--- config.mk ---
export PLATFORM = sky130hd
export DESIGN_NAME = column_projection_segmenter_top
export DESIGN_NICKNAME = d
export VERILOG_FILES = /design/src/cps_pkg.sv /design/src/column_projection_segmenter_top.sv /design/src/cps_front.sv /design/src/cps_fifo.sv /design/src/cps_back.sv
export SDC_FILE = /design/constraint.sdc
export NUM_CORES = 1
export LEC_CHECK = 0
export BUFFER_PORTS_ARGS = -buffer_cell sky130_fd_sc_hd__clkbuf_2
export CORE_UTILIZATION = 28
export CTS_CLUSTER_SIZE = 14
export DETAILED_ROUTE_END_ITERATION = 12
export GPL_TIMING_DRIVEN = 0
export PLACE_DENSITY = 0.46
export SKIP_LAST_GASP = 1
export SLEW_MARGIN = 15
export SYNTH_ARGS = -nofsm -noshare
export SYNTH_HDL_FRONTEND = slang
export SYNTH_SLANG_ARGS = --single-unit
--- constraint.sdc ---
create_clock -name clk -period 11.2 [get_ports clk]
set_input_delay 3.36 -clock clk [delete_from_list [all_inputs] [get_ports clk]]
set_output_delay 3.36 -clock clk [all_outputs]
set_load 0.02 [all_outputs]
--- src/cps_pkg.sv ---
`timescale 1ns / 1ps
package cps_pkg;

  // position fields travel at the widest column or row index
  localparam int POS_W = 12;
  // working width for the +/- offsets on the result fields
  localparam int EXT_W = 13;

  // command queue between scanner and emitter
  localparam int Q_DEPTH = 4;
  localparam int Q_AW    = 2;

  typedef struct packed {
    logic             has_box;
    logic             is_end;
    logic             fail;
    logic [POS_W-1:0] start_col;
    logic [POS_W-1:0] end_col;
    logic [POS_W-1:0] first_row;
    logic [POS_W-1:0] last_row;
  } cmd_t;

endpackage

--- src/column_projection_segmenter_top.sv ---
`timescale 1ns / 1ps
// pixels: one transaction per cycle while in_stall is low; the scanner updates its column state on every accepted pixel
// results: nothing until the image-end pixel; its command goes through the queue, and a status result
// is then registered at the outputs, while each box in turn passes S_READ (registered store read) and S_LOAD
// a full 4-entry command queue stalls the pixel side while the previous image drains
// rst (synchronous, active high) clears all control state; box store contents are kept
module column_projection_segmenter_top import cps_pkg::*; #(
  parameter int MAX_ROWS     = 1024,
  parameter int MAX_COLS     = 1024,
  parameter int MAX_SEGMENTS = 8
) (
  input  logic               clk,
  input  logic               rst,
  // pixel channel
  input  logic               in_valid,
  output logic               in_stall,
  input  logic [7:0]         bin_pixel,
  input  logic [7:0]         raw_pixel,
  input  logic               column_end,
  input  logic               image_end,
  // result channel
  output logic               out_valid,
  input  logic               out_stall,
  output logic               seg_valid,
  output logic signed [11:0] left_col,
  output logic [10:0]        right_col,
  output logic signed [10:0] top_row,
  output logic [10:0]        bottom_row,
  output logic               failed,
  output logic               last
);

  // scanner -> queue -> emitter
  cmd_t push_cmd, head_cmd;
  logic push, pop, q_full, q_empty;

  // column scanner: tracks column projections, opens and closes segments,
  // and queues one command per kept box and per image end; a box closed by the image end shares its command
  cps_front #(
    .MAX_ROWS     (MAX_ROWS),
    .MAX_COLS     (MAX_COLS),
    .MAX_SEGMENTS (MAX_SEGMENTS)
  ) u_front (
    .clk        (clk),
    .rst        (rst),
    .in_valid   (in_valid),
    .in_stall   (in_stall),
    .bin_pixel  (bin_pixel),
    .raw_pixel  (raw_pixel),
    .column_end (column_end),
    .image_end  (image_end),
    .q_full     (q_full),
    .push       (push),
    .cmd        (push_cmd)
  );

  // short queue so the scanner can run on while results are held up
  cps_fifo u_fifo (
    .clk       (clk),
    .rst       (rst),
    .push      (push),
    .push_data (push_cmd),
    .pop       (pop),
    .pop_data  (head_cmd),
    .full      (q_full),
    .empty     (q_empty)
  );

  // emitter: stores boxes, and at image end plays them out or gives one status result
  cps_back #(
    .MAX_ROWS     (MAX_ROWS),
    .MAX_COLS     (MAX_COLS),
    .MAX_SEGMENTS (MAX_SEGMENTS)
  ) u_back (
    .clk        (clk),
    .rst        (rst),
    .cmd        (head_cmd),
    .q_empty    (q_empty),
    .pop        (pop),
    .out_valid  (out_valid),
    .out_stall  (out_stall),
    .seg_valid  (seg_valid),
    .left_col   (left_col),
    .right_col  (right_col),
    .top_row    (top_row),
    .bottom_row (bottom_row),
    .failed     (failed),
    .last       (last)
  );

endmodule

--- src/cps_front.sv ---
`timescale 1ns / 1ps
module cps_front import cps_pkg::*; #(
  parameter int MAX_ROWS     = 1024,
  parameter int MAX_COLS     = 1024,
  parameter int MAX_SEGMENTS = 8
) (
  input  logic       clk,
  input  logic       rst,
  input  logic       in_valid,
  output logic       in_stall,
  input  logic [7:0] bin_pixel,
  input  logic [7:0] raw_pixel,
  input  logic       column_end,
  input  logic       image_end,
  input  logic       q_full,
  output logic       push,
  output cmd_t       cmd
);

  localparam int RW  = (MAX_ROWS > 2) ? $clog2(MAX_ROWS) : 1;
  localparam int CW  = (MAX_COLS > 2) ? $clog2(MAX_COLS) : 1;
  localparam int SCW = $clog2(MAX_SEGMENTS + 1);

  typedef struct packed {
    logic          seen;
    logic [RW-1:0] first;
    logic [RW-1:0] last;
  } span_t;

  function automatic span_t merge(span_t a, span_t b);
    span_t r;
    r = a;
    if (b.seen) begin
      if (!a.seen) begin
        r = b;
      end else begin
        if (b.first < a.first) r.first = b.first;
        if (b.last > a.last) r.last = b.last;
      end
    end
    return r;
  endfunction

  logic           in_segment, in_segment_next;
  logic           col_nonwhite, col_nonwhite_next;
  logic           col_has_black, col_has_black_next;
  logic [RW-1:0]  row_count, row_count_next;
  logic [CW-1:0]  col_count, col_count_next;
  span_t          col_raw, col_raw_next;
  span_t          prev_raw, prev_raw_next;
  logic [CW-1:0]  seg_start, seg_start_next;
  span_t          box, box_next;
  logic           fail_flag, fail_flag_next;
  logic [SCW-1:0] seg_count, seg_count_next;

  logic  accept;
  logic  raw_black;
  logic  nonwhite_now, black_now;
  span_t cur, merged;

  assign in_stall = q_full;
  assign accept   = in_valid && !q_full;

  always_comb begin
    in_segment_next    = in_segment;
    col_nonwhite_next  = col_nonwhite;
    col_has_black_next = col_has_black;
    row_count_next     = row_count;
    col_count_next     = col_count;
    col_raw_next       = col_raw;
    prev_raw_next      = prev_raw;
    seg_start_next     = seg_start;
    box_next           = box;
    fail_flag_next     = fail_flag;
    seg_count_next     = seg_count;
    push               = 1'b0;
    cmd                = '0;

    raw_black    = (raw_pixel == 8'd0);
    nonwhite_now = col_nonwhite | (bin_pixel != 8'd255);
    black_now    = col_has_black | (bin_pixel == 8'd0);
    cur.seen     = col_raw.seen | raw_black;
    cur.first    = (raw_black && !col_raw.seen) ? row_count : col_raw.first;
    cur.last     = raw_black ? row_count : col_raw.last;
    merged       = merge(box, cur);

    if (accept) begin
      col_nonwhite_next  = nonwhite_now;
      col_has_black_next = black_now;
      col_raw_next       = cur;
      if (row_count < RW'(MAX_ROWS - 1)) row_count_next = row_count + 1'b1;

      if (column_end || image_end) begin
        if (in_segment) begin
          box_next = merged;
          if (!black_now) begin
            // column with no black closes the segment
            in_segment_next = 1'b0;
            if (merged.seen && (merged.first != '0) &&
                (seg_count < SCW'(MAX_SEGMENTS))) begin
              push           = 1'b1;
              cmd.has_box    = 1'b1;
              cmd.start_col  = POS_W'(seg_start);
              cmd.end_col    = POS_W'(col_count);
              cmd.first_row  = POS_W'(merged.first);
              cmd.last_row   = POS_W'(merged.last);
              seg_count_next = seg_count + 1'b1;
            end else begin
              fail_flag_next = 1'b1;
            end
          end
        end else if (nonwhite_now) begin
          in_segment_next = 1'b1;
          seg_start_next  = col_count;
          box_next        = merge(prev_raw, cur);
        end
        prev_raw_next      = cur;
        col_raw_next       = '0;
        col_nonwhite_next  = 1'b0;
        col_has_black_next = 1'b0;
        row_count_next     = '0;
        if (col_count < CW'(MAX_COLS - 1)) col_count_next = col_count + 1'b1;
      end

      if (image_end) begin
        push       = 1'b1;
        cmd.is_end = 1'b1;
        cmd.fail   = fail_flag_next | in_segment_next;
        in_segment_next    = 1'b0;
        col_nonwhite_next  = 1'b0;
        col_has_black_next = 1'b0;
        row_count_next     = '0;
        col_count_next     = '0;
        col_raw_next       = '0;
        prev_raw_next      = '0;
        seg_start_next     = '0;
        box_next           = '0;
        fail_flag_next     = 1'b0;
        seg_count_next     = '0;
      end
    end
  end

  always_ff @(posedge clk) begin
    if (rst) begin
      in_segment    <= 1'b0;
      col_nonwhite  <= 1'b0;
      col_has_black <= 1'b0;
      row_count     <= '0;
      col_count     <= '0;
      col_raw       <= '0;
      prev_raw      <= '0;
      seg_start     <= '0;
      box           <= '0;
      fail_flag     <= 1'b0;
      seg_count     <= '0;
    end else begin
      in_segment    <= in_segment_next;
      col_nonwhite  <= col_nonwhite_next;
      col_has_black <= col_has_black_next;
      row_count     <= row_count_next;
      col_count     <= col_count_next;
      col_raw       <= col_raw_next;
      prev_raw      <= prev_raw_next;
      seg_start     <= seg_start_next;
      box           <= box_next;
      fail_flag     <= fail_flag_next;
      seg_count     <= seg_count_next;
    end
  end

endmodule

--- src/cps_fifo.sv ---
`timescale 1ns / 1ps
module cps_fifo import cps_pkg::*; (
  input  logic clk,
  input  logic rst,
  input  logic push,
  input  cmd_t push_data,
  input  logic pop,
  output cmd_t pop_data,
  output logic full,
  output logic empty
);

  cmd_t            slots [Q_DEPTH];
  logic [Q_AW-1:0] wr_ptr, rd_ptr;
  logic [Q_AW:0]   fill;

  assign full     = (fill == (Q_AW + 1)'(Q_DEPTH));
  assign empty    = (fill == '0);
  assign pop_data = slots[rd_ptr];

  always_ff @(posedge clk) begin
    if (push) slots[wr_ptr] <= push_data;
  end

  always_ff @(posedge clk) begin
    if (rst) begin
      wr_ptr <= '0;
      rd_ptr <= '0;
      fill   <= '0;
    end else begin
      if (push) wr_ptr <= wr_ptr + 1'b1;
      if (pop) rd_ptr <= rd_ptr + 1'b1;
      case ({push, pop})
        2'b10:   fill <= fill + 1'b1;
        2'b01:   fill <= fill - 1'b1;
        default: fill <= fill;
      endcase
    end
  end

endmodule

--- src/cps_back.sv ---
`timescale 1ns / 1ps
module cps_back import cps_pkg::*; #(
  parameter int MAX_ROWS     = 1024,
  parameter int MAX_COLS     = 1024,
  parameter int MAX_SEGMENTS = 8
) (
  input  logic               clk,
  input  logic               rst,
  input  cmd_t               cmd,
  input  logic               q_empty,
  output logic               pop,
  output logic               out_valid,
  input  logic               out_stall,
  output logic               seg_valid,
  output logic signed [11:0] left_col,
  output logic [10:0]        right_col,
  output logic signed [10:0] top_row,
  output logic [10:0]        bottom_row,
  output logic               failed,
  output logic               last
);

  localparam int RW    = (MAX_ROWS > 2) ? $clog2(MAX_ROWS) : 1;
  localparam int CW    = (MAX_COLS > 2) ? $clog2(MAX_COLS) : 1;
  localparam int SCW   = $clog2(MAX_SEGMENTS + 1);
  localparam int SIW   = (MAX_SEGMENTS > 1) ? $clog2(MAX_SEGMENTS) : 1;
  localparam int ENT_W = 2 * CW + 2 * RW;

  typedef enum logic [2:0] {
    S_IDLE = 3'b001,
    S_READ = 3'b010,
    S_LOAD = 3'b100
  } state_t;

  state_t         state, state_next;
  logic [SCW-1:0] wr_cnt, wr_cnt_next;
  logic [SCW-1:0] n_total, n_total_next;
  logic [SIW-1:0] rd_idx, rd_idx_next;

  logic [ENT_W-1:0] store [MAX_SEGMENTS];
  logic [ENT_W-1:0] rdata;
  logic [ENT_W-1:0] wdata;
  logic             do_write;

  logic             out_free;
  logic             load_box, load_flag, flag_fail, is_last;
  logic [SCW-1:0]   tot;
  logic [CW-1:0]    e_start, e_end;
  logic [RW-1:0]    e_first, e_last;
  logic [EXT_W-1:0] x_left, x_right, x_top, x_bottom;

  assign out_free = !out_valid || !out_stall;
  assign wdata    = {cmd.start_col[CW-1:0], cmd.end_col[CW-1:0],
                     cmd.first_row[RW-1:0], cmd.last_row[RW-1:0]};
  assign {e_start, e_end, e_first, e_last} = rdata;
  assign is_last  = ((SCW'(rd_idx) + 1'b1) == n_total);

  // result offsets, wrapped to the port widths
  assign x_left   = EXT_W'(e_start) - EXT_W'(1);
  assign x_right  = EXT_W'(e_end) + EXT_W'(1);
  assign x_top    = EXT_W'(e_first) - EXT_W'(1);
  assign x_bottom = EXT_W'(e_last) + EXT_W'(2);

  always_comb begin
    state_next   = state;
    wr_cnt_next  = wr_cnt;
    n_total_next = n_total;
    rd_idx_next  = rd_idx;
    pop          = 1'b0;
    do_write     = 1'b0;
    load_box     = 1'b0;
    load_flag    = 1'b0;
    flag_fail    = cmd.fail;
    tot          = wr_cnt + SCW'(cmd.has_box);

    case (state)
      S_IDLE: begin
        if (!q_empty && (!cmd.is_end || out_free)) begin
          pop = 1'b1;
          if (cmd.has_box) begin
            do_write    = 1'b1;
            wr_cnt_next = tot;
          end
          if (cmd.is_end) begin
            if (cmd.fail || (tot == '0)) begin
              load_flag   = 1'b1;
              wr_cnt_next = '0;
            end else begin
              n_total_next = tot;
              rd_idx_next  = '0;
              state_next   = S_READ;
            end
          end
        end
      end
      S_READ: begin
        state_next = S_LOAD;
      end
      S_LOAD: begin
        if (out_free) begin
          load_box = 1'b1;
          if (is_last) begin
            wr_cnt_next = '0;
            state_next  = S_IDLE;
          end else begin
            rd_idx_next = rd_idx + 1'b1;
            state_next  = S_READ;
          end
        end
      end
      default: begin
        state_next = S_IDLE;
      end
    endcase
  end

  always_ff @(posedge clk) begin
    if (do_write) store[wr_cnt[SIW-1:0]] <= wdata;
    rdata <= store[rd_idx];
  end

  always_ff @(posedge clk) begin
    if (load_flag) begin
      seg_valid  <= 1'b0;
      left_col   <= '0;
      right_col  <= '0;
      top_row    <= '0;
      bottom_row <= '0;
      failed     <= flag_fail;
      last       <= 1'b1;
    end else if (load_box) begin
      seg_valid  <= 1'b1;
      left_col   <= x_left[11:0];
      right_col  <= x_right[10:0];
      top_row    <= x_top[10:0];
      bottom_row <= x_bottom[10:0];
      failed     <= 1'b0;
      last       <= is_last;
    end
  end

  always_ff @(posedge clk) begin
    if (rst) begin
      state     <= S_IDLE;
      wr_cnt    <= '0;
      n_total   <= '0;
      rd_idx    <= '0;
      out_valid <= 1'b0;
    end else begin
      state     <= state_next;
      wr_cnt    <= wr_cnt_next;
      n_total   <= n_total_next;
      rd_idx    <= rd_idx_next;
      if (load_flag || load_box) begin
        out_valid <= 1'b1;
      end else if (!out_stall) begin
        out_valid <= 1'b0;
      end
    end
  end

endmodule

# Word level (Yosys, flattened, before mapping)
# Memory sizes are Yosys's and may differ from the RTL's. A register that Yosys moved wholly into a read port is not among the register bits.
# Index checks and enable logic that the tools add are counted.
dict set report classes {
  magnitude_cmp 7
  n_reduce_logical 41
  n_mux 102
  n_eq_ne 17
  addsub 14
  bitwise_logic 5
}
# op count
set op_table {}
lappend op_table {{two-way mux 21 bit} 10}
lappend op_table {{two-way mux 10 bit} 16}
lappend op_table {{two-way mux 48 bit} 3}
lappend op_table {{two-way mux 51 bit} 1}
lappend op_table {{two-way mux 46 bit} 1}
lappend op_table {{two-way mux 4 bit} 11}
lappend op_table {{two-way mux 1 bit} 41}
lappend op_table {{two-way mux 20 bit} 2}
lappend op_table {{two-way mux 3 bit} 9}
lappend op_table {{subtractor 10 x 1 -> 11 bit, second input constant} 2}
lappend op_table {{adder 10 x 1 -> 10 bit, second input constant} 2}
lappend op_table {{greater-than comparator 10 bit} 2}
lappend op_table {{less-than comparator 10 bit} 2}
lappend op_table {{less-than comparator 10 bit, second input constant} 2}
lappend op_table {{zero test 8 bit} 2}
lappend op_table {{AND reduction 4 bit} 4}
lappend op_table {{nonzero test 2 bit} 8}
lappend op_table {{case mux 3 bit (2 select lines)} 2}
lappend op_table {{adder 10 x 1 -> 11 bit, second input constant} 1}
lappend op_table {{adder 10 x 2 -> 11 bit, second input constant} 1}
lappend op_table {{!= test 2 x 1 -> 1 bit, second input constant} 5}
lappend op_table {{nonzero test 10 bit} 1}
lappend op_table {{case mux 3 bit (3 select lines)} 1}
lappend op_table {{two-way mux 2 bit} 4}
lappend op_table {{other kinds (28)} 53}
dict set report word_totals {
  ff_bits 171
  ramBits 524
  input_bits 22
  mem_count 2
  output_inout_bits 50
}
# name words word_bits read_ports rd_clocked_by_memory_dff wr line
set memory_table {}
lappend memory_table {u_back.store 8 40 1 1 1 cps_back.sv:40} ;# logic [ENT_W-1:0] store [MAX_SEGMENTS];
lappend memory_table {u_fifo.slots 4 51 1 1 1 cps_fifo.sv:13} ;# cmd_t slots [Q_DEPTH];

# Logic depth before layout (Yosys ltp)
# Gate-level depths: netlist of the first run.
dict set report depth {
  ltp_word 18
  depth_mapped 18
  depth_no_buf 17
}

# Cells and area by module
# From an unflattened synthesis of the first run, not the netlist that was laid out.
dict set report hier_totals {
  cells_unflattened 1924
  area_unflattened_um2 29689.7
}
# module cells_each seq_area_each_um2 area_per_inst_um2 instances
set modules_own_cells {}
lappend modules_own_cells {cps_back 871 11661.2 15962.8 1}
lappend modules_own_cells {cps_fifo 314 6306.0 7852.5 1}
lappend modules_own_cells {cps_front 739 2021.9 5874.4 1}

# Worst setup path after synthesis of the first run
# OpenSTA, ideal clock, no wires.
dict set report synth_path {
  kind {input port to flip-flop}
  from {in raw_pixel[1]}
  to {mem u_fifo.slots[0][0] (netlist bit), enable pin}
  setup_slack_ns 3.567
  setup_ns 0.405
  t_arrival_ns 7.228
  stages 12
  cell_sequence {or4_1 > nor3_4 > buf_6 > mux2_2 > ha_1 > a21oi_1 > o21ai_0 > a2111oi_2 > a21oi_1 > mux2i_1 > a21oi_2 > and2_1}
}
dict set report synth_between {
  elab_chain_cells 18
}
# item line
set synth_lines {}
lappend synth_lines {{start, declared} column_projection_segmenter_top.sv:18} ;# input logic [7:0] raw_pixel,
lappend synth_lines {{zero test 8 bit (*)} cps_front.sv:79} ;# raw_black = (raw_pixel == 8'd0);
lappend synth_lines {{logical AND 1 bit} cps_front.sv:83} ;# cur.first = (raw_black && !col_raw.seen) ? row_count : col_raw.first;
lappend synth_lines {{two-way mux 10 bit} cps_front.sv:83}
lappend synth_lines {{less-than comparator 10 bit} cps_front.sv:37} ;# if (b.first < a.first) r.first = b.first;
lappend synth_lines {{two-way mux 10 bit} cps_front.sv:37}
lappend synth_lines {{two-way mux 20 bit} cps_front.sv:34} ;# if (!a.seen) begin
lappend synth_lines {{two-way mux 21 bit (*)} cps_front.sv:33} ;# if (b.seen) begin
lappend synth_lines {{nonzero test 10 bit} cps_front.sv:99} ;# if (merged.seen && (merged.first != '0) &&
lappend synth_lines {{logical AND 1 bit (*) (2 in series)} cps_front.sv:99}
lappend synth_lines {{two-way mux 1 bit (*)} cps_front.sv:99}
lappend synth_lines {{two-way mux 1 bit (*)} cps_front.sv:96} ;# if (!black_now) begin
lappend synth_lines {{two-way mux 1 bit (*)} cps_front.sv:94} ;# if (in_segment) begin
lappend synth_lines {{two-way mux 1 bit (*)} cps_front.sv:93} ;# if (column_end || image_end) begin
lappend synth_lines {{two-way mux 1 bit (*)} cps_front.sv:125} ;# if (image_end) begin
lappend synth_lines {{two-way mux 1 bit (*)} cps_front.sv:87} ;# if (accept) begin
lappend synth_lines {{two-way mux 1 bit (*)} cps_fifo.sv:22} ;# if (push) slots[wr_ptr] <= push_data;
lappend synth_lines {{two-way mux 1 bit (implied by the code) (*)} cps_fifo.sv:22}
lappend synth_lines {{end, declared} cps_fifo.sv:13}
# Every way passes the cells marked *; elsewhere a longest branch is shown, timed or not.

# Final worst setup path of the first run
dict set report layout_path {
  from {in raw_pixel[1]}
  to {reg u_fifo.fill[2]}
}
dict set report layout_between {
  elab_chain_cells 18
}
# item line
set layout_lines {}
lappend layout_lines {{zero test 8 bit (*)} cps_front.sv:79}
lappend layout_lines {{logical AND 1 bit} cps_front.sv:83}
lappend layout_lines {{two-way mux 10 bit} cps_front.sv:83}
lappend layout_lines {{less-than comparator 10 bit} cps_front.sv:37}
lappend layout_lines {{two-way mux 10 bit} cps_front.sv:37}
lappend layout_lines {{two-way mux 20 bit} cps_front.sv:34}
lappend layout_lines {{two-way mux 21 bit (*)} cps_front.sv:33}
lappend layout_lines {{nonzero test 10 bit} cps_front.sv:99}
lappend layout_lines {{logical AND 1 bit (*) (2 in series)} cps_front.sv:99}
lappend layout_lines {{two-way mux 1 bit (*)} cps_front.sv:99}
lappend layout_lines {{two-way mux 1 bit (*)} cps_front.sv:96}
lappend layout_lines {{two-way mux 1 bit (*)} cps_front.sv:94}
lappend layout_lines {{two-way mux 1 bit (*)} cps_front.sv:93}
lappend layout_lines {{two-way mux 1 bit (*)} cps_front.sv:125}
lappend layout_lines {{two-way mux 1 bit (*)} cps_front.sv:87}
lappend layout_lines {{equality test 2 x 1 -> 1 bit or equality test 2 bit (tied branches)} cps_fifo.sv:33} ;# case ({push, pop})
lappend layout_lines {{case mux 3 bit (2 select lines) or nonzero test 2 bit (tied branches)} -}
lappend layout_lines {{end signal, assigned} cps_fifo.sv:34} ;# 2'b10: fill <= fill + 1'b1;
lappend layout_lines {{end signal, assigned} cps_fifo.sv:35} ;# 2'b01: fill <= fill - 1'b1;
lappend layout_lines {{end signal, assigned} cps_fifo.sv:36} ;# default: fill <= fill;
lappend layout_lines {{end, declared} cps_fifo.sv:15} ;# logic [Q_AW:0] fill;
# Marks and branches as above.
# A chain may end at the register's enable or synchronous reset.

==> reports/summary.txt, run 1 <==
CTS Sinks -> 704
pwr dens -> 198.4 nW/um^2
post-synth top area share -> 0.5212
HP Class -> reg -> reg
CTS Buffer Depth -> 3
register bit total from synthesis -> 704
worst hold path depth -> 2
post-DR vias/cell -> 4.699
Post-Synthesis Net Count -> 1955
crit path launch type -> input pin
antenna violations before repair -> 0
drt drc -> 0
layout cells sized above 1 -> 0.2132
Yosys cell types -> 73
synthesized instance count -> 1879
CP max FO -> 10
most used standard cell by instance count after synthesis -> edfxtp_1
first-pass GRT wire length -> 103800 um
vias in the first global route -> 16.96k
NumNets Final -> 2130
Die Ht -> 320.5 um
leakage power -> 10.95 nW
ant diodes -> 0
cell taking the most area after synthesis -> edfxtp_1
Die Width -> 320.5 um
Initial Utilization -> 0.2832
CTS Buf Count -> 78
Vias -> 16.34k
total track usage -> 0.1342
clock-pin slew on the worst setup and hold paths -> 50 ps
Initial DRT Pass Iterations -> 6
core area -> 100300 sq um
final hold violation count -> 0
total gr overflow -> 0
H-tree depth -> 3
Post-Syn Area -> 28410 sq um
synth top area cells -> edfxtp_1, dfxtp_1, mux4_2, nor2_1, mux2_2
CTS tree -> yes
Slew Limit Fails -> 0
CTS root buf -> clkbuf_16
run status -> complete, no violations
pin count of the biggest net entering global routing -> 44
antenna viol nets, final -> 0
Worst Setup Path Type -> in -> reg
total chip power -> 0.006662 W
worst-margin pin slew -> 1045 ps
Worst EP required -> 11730 ps
port bufs -> 69
Setup Viol. Count Final -> 0
iteration-0 DRC count of the detailed router -> 1068
R2R cell count -> 17
Seq/Total Area, Yosys -> 0.6699
fmax -> 133.6 MHz
Mean Syn Cell Area -> 15.12 sq um
relative slew slack -> 0.2977
cts repair resizes -> 0
Ports -> 72
postcts setup bufs -> 0
Synth Warn # -> 0
top cells by count, synth -> edfxtp_1, dfxtp_1, nor2_1
Routed WL -> 68720 um
top_reg_cell synth -> edfxtp_1
cts hold-fix bufs -> 0
endpoint class of the critical path -> flop
area grow syn2layout -> 18.23%
CP Data Arrival Time -> 8020 ps
DIE AREA -> 102700 sq um
DP Wirelength -> 47130 um
Util after Layout -> 0.3349
routed len/inst -> 19.76 um
Clock Latency Late Sink -> 650 ps
clk_skew -> 37.52 ps
gpl congestion -> 0.8191
EDFF count, synth -> 493
RSZ-0062 raised after global routing -> false
Core Rows -> 116
Max IR drop VDD -> 0.0001236 V
Period minus WS final -> 7483 ps
max-cap violations -> 0
Post-synth ARST share -> 0
Tcrit/Tclk final -> 0.6681
## layer usage
layer,vias to the layer above,track usage,part of all wire
met4,0,0.03860,0.023
met3,113,0.02431,0.040
li1,7566,-,-
met1,8329,0.1764,0.45
met2,332,0.2253,0.48
met5,-,0,0
## final timing paths
check / to / start / slack (ps)
setup reg to reg: u_fifo.fill[2] / u_front.col_raw[20] / 6770
hold reg to reg: u_back.bottom_row[0] / u_back.bottom_row[0] / 450
hold / removal: u_back.bottom_row[0] / u_back.bottom_row[0] / 450
setup / recovery: u_fifo.fill[2] / raw_pixel[1] / 3720
## per-stage QoR
step | hold WS (ps) | setup TNS, ps | instances | setup WS [ps] | area (sq um)
2_1_floorplan | 416.6 | 0 | 1879 | 3567 | 28410
3_3_place_gp | 441.2 | -19020 | 3305 | -267.8 | 30450
3_5_place_dp | 451.0 | 0 | 3331 | 3097 | 30920
4_1_cts | 458.3 | 0 | 3477 | 3734 | 33580
5_1_grt | 480.8 | 0 | 3477 | 3411 | 33580
6_report | 453.1 | 0 | 3477 | 3717 | 33580
## logic make-up (layout without fill, tap and decap cells)
| kind of cell | after synthesis | after routing | share of synthesized area |
|---|---|---|---|
| buffers and inverters | 176 | 417 | 0.02493 |
| AOI/OAI and AO/OA | 256 | 256 | 0.06422 |
| xor gates and xnor gates | 52 | 52 | 0.01603 |
| muxes | 211 | 211 | 0.1312 |
| adders and majority gates | 54 | 54 | 0.02405 |
| DFF | 704 | 704 | 0.6699 |
| and+or+nand+nor | 426 | 426 | 0.06968 |
## state kept, by name (all words and copies together) (netlist names), 2 cells and up, named ones only
register and count:
u_back.bottom_row 11, u_back.state 3, u_fifo.slots 172, u_back.rdata 40, u_back.left_col 11, u_back.right_col 11, u_back.store 320, u_front.col_raw 21
u_front.seg_start 10, u_back.wr_cnt 4, u_fifo.rd_ptr 2, u_front.row_count 10, u_back.rd_idx 3, u_front.box 21, u_fifo.wr_ptr 2, u_front.col_count 10
u_front.seg_count 4, u_fifo.fill 3, u_front.prev_raw 21, u_back.top_row 11, u_back.n_total 4
## layout make-up
type	instances	area, sq um
Clock inverter	37	485.5
Buffer	92	395.4
Multi-Input combinational cell	999	8735
Sequential cell	704	19030
Inverter	84	315.3
Fill cell	9724	66710
Timing Repair Buffer	95	747.0
Clock buffer	109	2180
Tap cell	1357	1698
## cells in the final DEF, fill, tap and decap left out, drive strengths merged, types with 43 or more instances in the layout
master,instances
inv,85
mux2,61
a21oi,54
buf,53
nand2,70
edfxtp,493
clkbuf,243
a211oi,54
mux4,123
nor2,201
o21ai,43
dfxtp,211
ha,53
## power by group
part	internal [W]	switching (W)	total [W]
registers	0.00308	0.0000798	0.00316
clock network	0.00156	0.00107	0.00263
logic	0.000334	0.000537	0.000870
total	0.00498	0.00168	0.00666
## worst max-delay path: stages
cell and delay [ps]:
clkbuf_2 100, or4_1 650, nor3_4 200, buf_6 190, mux2_2 430, ha_1 330, a21oi_1 140, o21ai_0 140
a2111oi_2 520, a21oi_1 190, mux2i_1 260, a21oi_2 150, inv_1 100, ha_1 170, inv_1 60, fa_1 380
xor2_1 160, or3_1 320, a21oi_1 170
No activity file was read; power rests on OpenSTA's default activity.
==> run 2, diff against run 1 <==
ABC_AREA = 1   (was not set)
PLACE_DENSITY = 0.47   (was 0.46)
clock period = 6.85 ns   (was 11.2 ns; I/O delays follow)
==> reports/summary.txt, run 2 <==
top cells by count, synth -> nor2_1, edfxtp_1, o21ai_0
clock-pin slew on the worst setup and hold paths -> 60 ps
EDFF count, synth -> 493
Die Ht -> 322.6 um
Period minus WS final -> 6234 ps
iteration-0 DRC count of the detailed router -> 1452
fillers -> 10.49k
Util after Layout -> 0.3321
synthesized instance count -> 2754
fmax -> 160.4 MHz
top_reg_cell synth -> edfxtp_1
CP Data Arrival Time -> 6760 ps
Mean Syn Cell Area -> 10.45 sq um
ant diodes -> 0
DP Wirelength -> 54170 um
pre-CTS setup slack -> -419.4 ps
Die Width -> 322.6 um
post-synth top area share -> 0.5145
NumNets Final -> 3015
max-cap violations -> 0
most frequent cells in the layout -> nor2_1, edfxtp_1, o21ai_0
pwr dens -> 393.3 nW/um^2
CP max stage delay -> 370 ps
Yosys cell types -> 44
HP Class -> reg -> reg
total track usage -> 0.1496
Post-Synthesis Net Count -> 2830
Post-synth ARST share -> 0
Post-Syn Area -> 28780 sq um
CTS Sinks -> 704
Synth Warn # -> 0
CTS Buffer Depth -> 3
Clock Latency Late Sink -> 660 ps
area grow syn2layout -> 17.58%
Worst Setup Path Type -> in -> reg
layout cells sized above 1 -> 0.08325
endpoint class of the critical path -> flop
Routed WL -> 77670 um
CTS Buf Count -> 79
Initial DRT Pass Iterations -> 6
Ports -> 72
CTS root buf -> clkbuf_16
RSZ-0062 raised after global routing -> false
H-tree depth -> 3
worst-margin pin slew -> 1111 ps
DP Cell Count -> 4226
routed len/inst -> 17.77 um
Worst EP required -> 7380 ps
slowest CP cell -> fa_1
clk_skew -> 40.42 ps
cell mode on critical path -> nand2_1
Max IR drop VDD -> 0.0001900 V
post-DR vias/cell -> 4.579
cell taking the most area after synthesis -> edfxtp_1
port bufs -> 69
TNS Setup -> 0 ps
Slew Limit Fails -> 0
Tcrit/Tclk final -> 0.9100
number of flip-flops under the largest register name -> 320
antenna viol nets, final -> 0
run status -> complete, no violations
register bit total from synthesis -> 704
gpl congestion -> 0.8043
CTS tree -> yes
core area -> 101900 sq um
pin count of the biggest net entering global routing -> 23
total gr overflow -> 0
CP max FO -> 10
Initial Utilization -> 0.2824
postcts setup bufs -> 0
Finished Layout Cells -> 4371
relative slew slack -> 0.2594
first-pass GRT wire length -> 118600 um
synth top area cells -> edfxtp_1, dfxtp_1, nor2_1, o21ai_0, nand2_1
Vias -> 20.01k
Setup Viol. Count Final -> 0
vias in the first global route -> 19.48k
leakage power -> 11.73 nW
commonest non-fill, non-tap cell in the layout -> nor2_1
antenna violations before repair -> 1
hold_ws -> 446.1 ps
Final Worst Setup Slack -> 616.2 ps
final hold violation count -> 0
drt drc -> 0
most used standard cell by instance count after synthesis -> nor2_1
Core Rows -> 117
crit path launch type -> input pin
Seq/Total Area, Yosys -> 0.6613
DIE AREA -> 104100 sq um
## run 2: changes by cell type after synthesis, moves of 99 or more
cell / previous run / this run
nor2_1: 200 / 521
mux4_2: 123 / 0
inv_1: 82 / 200
o22ai_1: 2 / 101
nand2_1: 70 / 293
o21ai_0: 29 / 315
## run 2: per-stage QoR
stage          total power (W)  instance area [sq um]
3_3_place_gp          0.009321                  30830
4_1_cts                0.01345                  33830
6_report               0.01331                  33840
2_1_floorplan         0.007850                  28780
3_5_place_dp          0.009391                  31400
5_1_grt                0.01407                  33840
## run 2: logic make-up after synthesis
kind of cell | Yosys count | share of synthesized area
AOI/OAI and AO/OA | 673 | 0.1296
xor gates and xnor gates | 14 | 0.004261
adders and majority gates | 54 | 0.02374
buffers and inverters | 355 | 0.04744
DFF | 704 | 0.6613
and+or+nand+nor | 954 | 0.1337
## run 2: critical path: cells and delay by family
family	cells	cell delay [ps]
buffers and inverters	7	1010
AND/OR/NAND/NOR	18	2000
adder cells (fa/ha/maj)	3	890
AO/OA/AOI/OAI	5	770
## run 2: power by group
part           internal, W  switching (W)  total (W)
registers          0.00539       0.000180    0.00557
clock network      0.00229        0.00176    0.00405
logic             0.000938        0.00275    0.00369
total              0.00862        0.00469     0.0133
## run 2: final timing paths
kind / from / end / slack [ps] / depth (start not counted)
max reg2reg: u_front.col_raw[20] / u_fifo.fill[2] / 1960 / 29
max: raw_pixel[7] / u_fifo.fill[2] / 620 / 33
min reg2reg: u_back.rdata[29] / u_back.right_col[9] / 450 / 1
min: u_back.rdata[29] / u_back.right_col[9] / 450 / 1
## run 2: repair_timing
item	in CTS	in global routing
setup endpoints to repair	0	21
hold buffers	0	0
resized for setup	0	5
## run 2: layout make-up
type                            count  area [sq um]  share of cell area
Clock inverter                     29         305.3            0.009023
Tap cell                         1368          1712             0.05059
Timing Repair Buffer              104         829.5             0.02452
Buffer                            146         580.6             0.01716
Clock buffer                      116          2126             0.06283
Inverter                          209         784.5             0.02319
Multi-Input combinational cell   1695          8469              0.2503
Sequential cell                   704         19030              0.5624
## run 2: routing by layer
layer | track usage | vias to the layer above | wire [um]
li1 | - | 10013 | -
met5 | 0 | - | 0
met4 | 0.03640 | 0 | 1300
met2 | 0.2428 | 381 | 35670
met1 | 0.2068 | 9524 | 37500
met3 | 0.02480 | 96 | 3196
==> run 3, diff against run 2 <==
BUFFER_PORTS_ARGS = not set   (was -buffer_cell sky130_fd_sc_hd__clkbuf_2)
DONT_BUFFER_PORTS = 1   (was not set)
==> reports/summary.txt, run 3 (synthesis results as in run 2) <==
antenna viol nets, final -> 0
relative slew slack -> 0.2517
most frequent cells in the layout -> nor2_1, edfxtp_1, o21ai_0
NumNets Final -> 2945
fillers -> 10.46k
core area -> 101900 sq um
antenna violations before repair -> 1
Reg power frac -> 0.412
RSZ-0062 raised after global routing -> false
commonest non-fill, non-tap cell in the layout -> nor2_1
cell mode on critical path -> nand2_1
TNS Setup -> 0 ps
pin count of the biggest net entering global routing -> 24
first-pass GRT wire length -> 116700 um
leakage power -> 11.56 nW
CTS Buf Count -> 77
Util after Layout -> 0.3312
postcts setup bufs -> 0
gpl congestion -> 0.7846
CTS root buf -> clkbuf_16
Setup Viol. Count Final -> 0
total gr overflow -> 0
total track usage -> 0.1473
Comb power frac -> 0.268
port bufs -> 0
endpoint class of the critical path -> flop
Core Rows -> 117
vias in the first global route -> 19.16k
DIE AREA -> 104100 sq um
ant diodes -> 0
crit path launch type -> input pin
CP max FO -> 10
Sw Pwr -> 0.004677 W
CTS Sinks -> 704
Die Ht -> 322.6 um
Initial Utilization -> 0.2824
Sw Ratio -> 0.3442
start point of the worst hold path -> u_back.rdata[29]
run status -> complete, no violations
clock-pin slew on the worst setup and hold paths -> 60 ps
CTS Buffer Depth -> 3
fmax -> 158.6 MHz
Clock Latency Late Sink -> 640 ps
Storage cell area -> 19030 sq um
worst-margin pin slew -> 1122 ps
Cell Int Power -> 0.008910 W
Initial DRT Pass Iterations -> 5
slowest CP cell -> o21ai_1
HP Class -> reg -> reg
Max IR drop VDD -> 0.0001832 V
power share of the clock group -> 0.320
max-cap violations -> 0
area grow syn2layout -> 17.26%
Tcrit/Tclk final -> 0.9203
total chip power -> 0.01359 W
multi-input logic area -> 8467 sq um
H-tree depth -> 3
CP max stage delay -> 400 ps
Worst EP required -> 7360 ps
Critical Path Start -> raw_pixel[5]
DP Wirelength -> 53720 um
final hold violation count -> 0
CTS tree -> yes
number of flip-flops under the largest register name -> 320
Routed WL -> 76730 um
routed len/inst -> 17.84 um
Worst Setup Path Type -> in -> reg
pwr dens -> 402.7 nW/um^2
iteration-0 DRC count of the detailed router -> 1356
drt drc -> 0
Die Width -> 322.6 um
Slew Limit Fails -> 0
reg2reg start -> u_front.col_raw[20]
layout cells sized above 1 -> 0.06924
Ports -> 72
Period minus WS final -> 6304 ps
clk_skew -> 29.36 ps
CP Data Arrival Time -> 6820 ps
post-DR vias/cell -> 4.593
Vias -> 19.75k
run 3: worst paths after layout:
check | to | slack (ps) | cells past startpoint
setup / recovery | u_fifo.fill[2] | 550 | 32
hold / removal | u_back.right_col[9] | 460 | 1
setup reg to reg | u_fifo.fill[2] | 1950 | 31
hold reg to reg | u_back.right_col[9] | 460 | 1
run 3: final cells by class:
| type | instances | share of cell area |
|---|---|---|
| buffer | 146 | 0.01721 |
| sequential | 704 | 0.5639 |
| tap | 1368 | 0.05073 |
| clock inverter | 39 | 0.01461 |
| timing repair buffer | 36 | 0.01483 |
| inverter | 209 | 0.02325 |
| multi-input combinational | 1695 | 0.2509 |
| clock buffer | 103 | 0.06452 |
run 3: what timing repair did:
| action | in CTS | in global routing |
|---|---|---|
| hold buffers | 0 | 0 |
| setup endpoints to repair | 0 | 1 |
| resized for setup | 0 | 2 |
| endpoints found under the hold margin | 0 | 0 |
run 3: critical path, delay by kind of cell:
family	cells	cell delay (ps)
simple gates	18	1950
fa+ha+maj	3	890
buf+inv	6	960
compound gates	5	910
run 3: metal layers:
| layer | track usage | up-vias | wire [um] |
|---|---|---|---|
| met2 | 0.2376 | 420 | 35080 |
| met3 | 0.02116 | 112 | 3305 |
| met1 | 0.2049 | 9341 | 36710 |
| li1 | - | 9877 | - |
| met5 | 0 | - | 0 |
| met4 | 0.04169 | 0 | 1636 |
run 3: through the flow:
stage	setup slack (ps)	instances	hold slack, ps	cell area [sq um]
final	546.2	4300	455.4	33740
after global routing	123.2	4300	477.0	33740
after CTS	302.2	4300	452.3	33740
after detailed placement	-368.0	4158	444.6	31070
after global placement	-2814	4122	430.3	30490
after floorplan	-97.61	2754	413.6	28780
run 3: power by group through the flow:
stage	combinational, W	clock (W)	sequential (W)
after CTS	0.00370	0.00444	0.00560
after detailed placement	0.00369	0	0.00569
final	0.00365	0.00435	0.00559
after global routing	0.00408	0.00461	0.00564
after floorplan	0.00221	0	0.00564
after global placement	0.00358	0	0.00572
